**src/design/chm_pkg.sv**
```systemverilog
// shared constants and types for the chained hash map
package chm_pkg;
  localparam int MaxBuckets = 16;
  localparam int PoolNodes = 64;
  localparam int KeyBytes = 8;
  localparam int NodeW = $clog2(PoolNodes);
  localparam int LinkW = NodeW + 1;
  localparam int BucketW = $clog2(MaxBuckets);
  localparam int CountW = 7;
  localparam int SumW = 11;
  localparam logic [LinkW-1:0] NilNode = LinkW'(PoolNodes);

  typedef enum logic [1:0] {
    CMD_INSERT = 2'd0,
    CMD_SEARCH = 2'd1,
    CMD_REMOVE = 2'd2,
    CMD_NONE   = 2'd3
  } cmd_t;

  typedef enum logic [2:0] {
    ST_INSERTED  = 3'd0,
    ST_UPDATED   = 3'd1,
    ST_FOUND     = 3'd2,
    ST_NOT_FOUND = 3'd3,
    ST_REMOVED   = 3'd4,
    ST_FULL      = 3'd5
  } status_t;

  typedef struct packed {
    logic             we;
    logic [NodeW-1:0] addr;
    logic [63:0]      key;
    logic [63:0]      value;
    logic [LinkW-1:0] next;
    logic             we_key;
    logic             we_value;
    logic             we_next;
  } node_wr_t;
endpackage

```
**src/design/chm_free_ram.sv**
```systemverilog
// free node stack memory; entries never written are resolved by the top level
module chm_free_ram import chm_pkg::*; (
  input  logic             clk,
  input  logic             we,
  input  logic [NodeW-1:0] wr_addr,
  input  logic [NodeW-1:0] wr_data,
  input  logic [NodeW-1:0] rd_addr,
  output logic [NodeW-1:0] rd_data
);
  logic [NodeW-1:0] mem [PoolNodes];

  always_ff @(posedge clk) begin
    if (we) mem[wr_addr] <= wr_data;
    rd_data <= mem[rd_addr];
  end
endmodule

```
**config.mk**
```make
export PLATFORM = sky130hd
export DESIGN_NAME = chm_free_ram
export DESIGN_NICKNAME = d
export VERILOG_FILES = /design/src/design/chm_pkg.sv /design/src/design/chm_free_ram.sv
export SDC_FILE = /design/constraint.sdc
export NUM_CORES = 1
export LEC_CHECK = 0
export ABC_AREA = 1
export BUFFER_PORTS_ARGS = -buffer_cell sky130_fd_sc_hd__buf_2
export CAP_MARGIN = 5
export CORE_MARGIN = 5
export CORE_UTILIZATION = 25
export DETAILED_ROUTE_END_ITERATION = 10
export PLACE_DENSITY = 0.47
export SETUP_SLACK_MARGIN = 0.2
export SYNTH_ARGS = -nofsm -noshare
export SYNTH_HDL_FRONTEND = slang
export SYNTH_SLANG_ARGS = --single-unit
```
**constraint.sdc**
```tcl
create_clock -name clk -period 3.5 [get_ports clk]
set_input_delay 0.7 -clock clk [delete_from_list [all_inputs] [get_ports clk]]
set_output_delay 0.7 -clock clk [all_outputs]
set_load 0.1 [all_outputs]
```
==> impl_results.md <==
- Status: completed
- Clock buffer depth: 3
- Total CTS buffers: 43
- Site row count: roughly 90
- Main combinational cell family by area after synthesis: simple AND/OR/NAND/NOR gates
- Sink Count: 390
- Rel. slew slack: a little under two fifths
- Synthesized Nets: 1396
- DRC Markers: 0
- Unique masters post-synth: 14
- IO buf count: 25
- Simple-gate area share of the yosys netlist: between 20% and 30%
- Post-Syn Area: around 16000 um^2
- DPL Wire Length: 26530 um
- Max Slew Vio Count: 0
- Syn avg cell area: approximately 12 um^2
- Yosys top cell area share: ~72%
- Die area: between 60000 and 70000 um^2
- Initial Util: between 20 and 30%
- Synth Register Bits: 390
- Multiplexer area fraction after synthesis: 0%
- CP Class: primary input to flip-flop
- Detailed-route wire length per cell: 19.22 um
- Routability cong.: slightly below 0.8
- DRT Pass-1 Iters: 5
- Hold_buf cts: 0
- CP required: between 3 and 4 ns
- Synth Area in XOR/XNOR: 0%
- RSZ-0062 raised after global routing: no
- Register area share after synthesis: about three quarters
- Synth Area in Compound Gates: 0%
- F_max: 0.4627 GHz
- Final period util: about three fifths
- Antenna violations before repair: 1
- Final WL: 44320 um
- Total global-route track usage: roughly 12%
- Worst-Skew Late Latency: around 0.56 ns
- Fin cells: 2306
- Largest area contributor in the netlist: edfxtp_1
- Largest net degree at the start of global routing: 97
- Chip height: 262.4 um
- Fin nets: 1448
- Inst Count DP: roughly 2.2k
- CP endpoint kind: flip-flop
- Yosys warnings: 0
- Fill cell count: between 6k and 7k
- Max Cap Violations: 0
- Power density over cell area: between 500 and 600 nW/um^2
- Synth Area in Adders: 0%
- H-tree lvl count: 2
- CP max FO: 9
- Leak Pwr: between 0.006 and 0.007 uW
- DR iter-0 viols: 800
- Reg2Reg Depth: 8
- Tmin final: between 2 and 2.5 ns
- Worst Path Arrival: between 2 and 2.5 ns
- Core area: 63080 um^2
- CTS resizes: 0
- Worst vdd ir: 0.0002703 V
- Worst-Margin Slew: 0.9292 ns
- CTS tree: built
- Final setup violation count: 0
- Vias post-DR: ~10k
- Worst Skew: about 0.022 ns
- Startpoint types: primary input
- CTS clk-pin slew, worst paths: 0.06 ns
- Post-route setup TNS: 0 ns
- Vias in the first global route: about 10k
- Hold depth: 3
- Post-CTS Setup Bufs: 0
- Hold Crit Class: primary input to flip-flop
- GR Overflow Total: 0
- Vias per inst: 4.549
- Antenna-violating nets left: 0
- Post-Syn Instances: ~1.4k
- Final Hold Vio Count: 0
- Share of layout cells above drive strength 1: a little over a tenth
- Die W: around 260 um
- Root Buffer: clkbuf_16
- IO Pins: 26
- First-pass GRT wire length: between 60000 and 70000 um
- Area grow syn2layout: 17.84%
- Area contributors post-synth: edfxtp_1, nand2_1, nand3_1, buf_2, nor2_1
placed cells by master, fill, tap and decap left out, drive strengths merged:
cell type / n
nor4: 8
dfxtp: 6
nor2: 56
nand3: 331
nand4: 9
edfxtp: 384
diode: 1
inv: 13
buf: 91
bufinv: 7
nand2: 486
clkbuf: 57
clkinv: 11
metrics by stage:
| step | hold slack [ns] | power [uW] | setup WS [ns] | utilization (%) | instance area (um^2) |
|---|---|---|---|---|---|
| 6_report | 0.4947 | 10590 | 1.339 | 29.76 | 18770 |
| 5_1_grt | 0.4825 | 10950 | 1.275 | 29.75 | 18770 |
| 4_1_cts | 0.4502 | 10700 | 1.300 | 29.75 | 18770 |
| 3_5_place_dp | 0.8078 | 5992 | 0.8178 | 27.44 | 17310 |
| 3_3_place_gp | 0.8183 | 5993 | 0.8823 | 27.44 | 17310 |
| 2_1_floorplan | 0.7215 | 5687 | 1.231 | - | 15930 |
layout make-up:
cell class                 instances  area [um^2]  share of cell area, %
sequential                       390        11650                  62.07
multi-input combinational        890         3797                  20.23
clock buffer                      57         1191                  6.345
tap                              846         1059                  5.639
timing repair buffer              91        754.5                  4.019
clock inverter                    19        266.5                  1.420
inverter                          12        50.05                 0.2666
antenna                            1        2.502                0.01333
sequential cells by signal, summed over array words and instances, names as in the netlist:
name	flops
mem	384
rd_data	6
cells by family after synthesis:
logic type,after synthesis
and+or+nand+nor,890
DFF,390
buffers and inverters,96
routing by layer:
| layer | global-route usage [%] | vias up | wire length (um) |
|---|---|---|---|
| li1 | - | 4945 | - |
| met1 | 17.71 | 5242 | 20650 |
| met2 | 19.90 | 252 | 20790 |
| met3 | 2.369 | 51 | 2130 |
| met4 | 2.728 | 0 | 748 |
| met5 | 0 | - | 0 |
critical path: stages:
cell and delay [ns]:
buf_2 0.15, inv_1 0.20, nand4_1 0.60, nor2_1 0.68
final timing paths:
check | slack, ns | end | startpoint
max reg2reg | 2.12 | rd_data[2] | mem[23][2]
max | 1.34 | mem[24][5] | wr_addr[0]
min reg2reg | 0.82 | rd_data[5] | mem[40][5]
min | 0.49 | rd_data[5] | rd_addr[5]
Yosys cell counts:
library cell  number
buf_1              9
buf_2             43
buf_4             16
buf_6              1
clkbuf_1          15
dfxtp_1            6
edfxtp_1         384
inv_1             10
inv_2              2
nand2_1          486
nand3_1          331
nand4_1            9
nor2_1            56
nor4_1             8
power by group:
group	leakage (uW)	internal [uW]	switching [uW]
sequential	0.00351	5170	18.1
combinational	0.00245	163	533
clock	0.000713	2900	1800
(Power assumes the default switching activity.)
